==> src/design/bba_find.sv <==
// Shared find-first-zero unit: lowest clear bit of a word.
// Serves both the full-word summary scan and the bit pick inside a map word.
`default_nettype none

module bba_find #(
    parameter int WIDTH = 32,
    localparam int IW = (WIDTH > 1) ? $clog2(WIDTH) : 1
) (
    input  wire logic [WIDTH-1:0] vec,
    output logic                  found,
    output logic [IW-1:0]         idx
);

    always_comb begin
        found = 1'b0;
        idx   = '0;
        for (int i = WIDTH - 1; i >= 0; i--) begin
            if (!vec[i]) begin
                found = 1'b1;
                idx   = IW'(i);
            end
        end
    end

endmodule

`default_nettype wire

==> config.mk <==
export PLATFORM = sky130hd
export DESIGN_NAME = bba_find
export DESIGN_NICKNAME = d
export VERILOG_FILES = /design/src/design/bba_find.sv
export SDC_FILE = /design/constraint.sdc
export NUM_CORES = 1
export LEC_CHECK = 0
export BUFFER_PORTS_ARGS = -buffer_cell sky130_fd_sc_hd__buf_2
export CORE_AREA = 2 2 39 41
export DETAILED_ROUTE_END_ITERATION = 10
export DIE_AREA = 0 0 41 43
export GPL_ROUTABILITY_DRIVEN = 0
export PLACE_DENSITY = 0.73
export SLEW_MARGIN = 20
export SYNTH_ARGS = -nofsm -noshare
export SYNTH_HDL_FRONTEND = slang
export SYNTH_SLANG_ARGS = --single-unit
==> constraint.sdc <==
create_clock -name vclk -period 1.9
set_input_delay 0.19 -clock vclk [all_inputs]
set_output_delay 0.19 -clock vclk [all_outputs]
set_load 0.01 [all_outputs]
==> reports/qor.txt <==
status = completed
Yosys cell types = 22
Yosys top cell by area = nand4_1
HP Start = vec[0]
vias in the first global route = 560
Worst Hold End = idx[0]
CP Class = input pin to output pin
# DRC = 0
minimum clock period = 1.448 ns
First-pass DRT Iterations = 5
hold_buf cts = 0
Mapped Area = 392.9 um2
Max VDD drop = 0.00006068 V
Placement Rows = 14
Die Y = 43 um
PnR Total Power = 92.14 uW
Die W = 41 um
Iteration-0 DRC Markers = 11
DRT Wirelength = 1.279 mm
postcts setup bufs = 0
Synth Area per Inst = 5.953 um2
cell area power density = 152.8 nW/um2
top post-synthesis cells by area = nand4_1 (14%), nand2_1 (11%), nand3_1 (7.6%)
Area Overhead vs Synth = 53.50%
Post-DP HPWL = 1.148 mm
max_cap viols = 0
I/O pin count = 38
Core Box Area = 1384 um2
Global Route Usage Sum = 15.40%
Mapped Cells = 66
Fmax = 690.8 MHz
Starting Density = 28.39%
most frequent cells in the layout = buf_2 (38), nand2_1 (11), nand4_1 (9)
number of buffers added on ports = 38
Leak = 0.0002913 uW
commonest non-fill, non-tap cell in the layout = buf_2
Seq/Total Area, Yosys = 0%
endpoint class of the critical path = output pin
grt ovf = 0
crit path launch type = input pin
CP max FO = 4
DR WL/cell = 10.66 um
Arrival @ worst endpoint = 1.26 ns
Sum Neg Setup Slack = 0 ns
Sequential Area = 0 um2
Ys Warns = 0
initial antenna violation count = 0
Inserted Diodes = 0
global-route wire length before repair = 2.021 mm
worst-margin pin slew = 0.2751 ns
Required @ worst endpoint = 1.71 ns
Max Transition Viols Final = 0
sequential cell count = 0
largest net degree at the start of global routing = 6
Hold Path Depth = 3
Tcrit/Tclk final = 76.19%
Detail Route Antenna Nets = 0
Mapped Nets = 98
Final Hold Fails = 0
post-cts gate resize count = 0
routed vias/inst = 5.458
setup violators final = 0
RSZ-0062 raised after global routing = no
Fill cells = 166
DR vias = 655
ratio of cells with drive above 1 in the final layout = 42.31%
nets@finish = 138
clock buffers = 0
Slew HR = 81.62%
top-area cell type share of the netlist area = 14.33%
die area = 1763 um2
Hold Path Class = input pin to output pin
==> metal layers <==
metal | vias up | wire [um] | part of all wire [%] | track usage, %
met5 | - | 0 | 0 | 0
met2 | 29 | 588 | 46 | 26.56
met3 | 0 | 129 | 10 | 1.571
li1 | 341 | - | - | -
met4 | 0 | 0 | 0 | 0
met1 | 285 | 561 | 44 | 20.95
==> cell type report <==
cell class	count	area (um2)	area share, %
multi-input cells	60	370.4	61.41
repair buffers	38	190.2	31.54
inverters	6	22.52	3.734
well taps	16	20.02	3.320
==> how the worst max path moves through the flow <==
stage	start	end	slack, ns	cells past startpoint
global placement	vec[11]	idx[0]	0.48	7
CTS	vec[11]	idx[0]	0.44	7
global route	vec[11]	idx[0]	0.32	7
floorplan	vec[2]	idx[4]	0.71	3
finish	vec[11]	idx[0]	0.45	7
detailed placement	vec[11]	idx[0]	0.45	7
==> critical path: stages <==
cell and delay, ns:
buf_2 0.12, inv_1 0.05, o21ai_1 0.06, a21o_1 0.20, a2111oi_2 0.29, o221a_2 0.24
buf_2 0.12
==> per-stage QoR <==
| step | cell area (um2) | hold WS (ns) | utilization (%) | worst slack (ns) | instances |
|---|---|---|---|---|---|
| 3_5_place_dp | 603.1 | 0.7294 | 43.58 | 0.4487 | 120 |
| 5_1_grt | 603.1 | 0.7505 | 43.58 | 0.3174 | 120 |
| 3_3_place_gp | 603.1 | 0.7287 | 43.58 | 0.4839 | 120 |
| 2_1_floorplan | 392.9 | 0.4934 | - | 0.7129 | 66 |
| 6_report | 603.1 | 0.7306 | 43.58 | 0.4523 | 120 |
| 4_1_cts | 603.1 | 0.7294 | 43.58 | 0.4425 | 120 |
==> cells in the mapped netlist <==
cell,number
and4_1,1
a31oi_1,4
nand3_1,6
nand2_1,11
or3_4,2
a2111oi_2,1
o21ai_1,1
nand4_1,9
nand3b_1,2
a21oi_1,5
nor4_2,1
inv_1,6
o21bai_1,1
a211oi_1,1
o221a_2,1
nor2_1,4
a21o_1,1
nor3_1,1
nand2b_1,1
nor3_4,1
o2111ai_1,2
o21ai_0,4
==> where the power goes <==
group | internal [uW] | switching, uW | leakage, uW
clock | 0 | 0 | 0
sequential | 0 | 0 | 0
combinational | 42.2 | 49.9 | 0.000291
==> cell families after synthesis <==
| logic type | count (synthesis) | synth area share (%) |
|---|---|---|
| AND/OR/NAND/NOR | 39 | 58.28 |
| AO/OA/AOI/OAI | 21 | 35.99 |
| buffers and inverters | 6 | 5.732 |
Power figures use the tool's default switching activity.
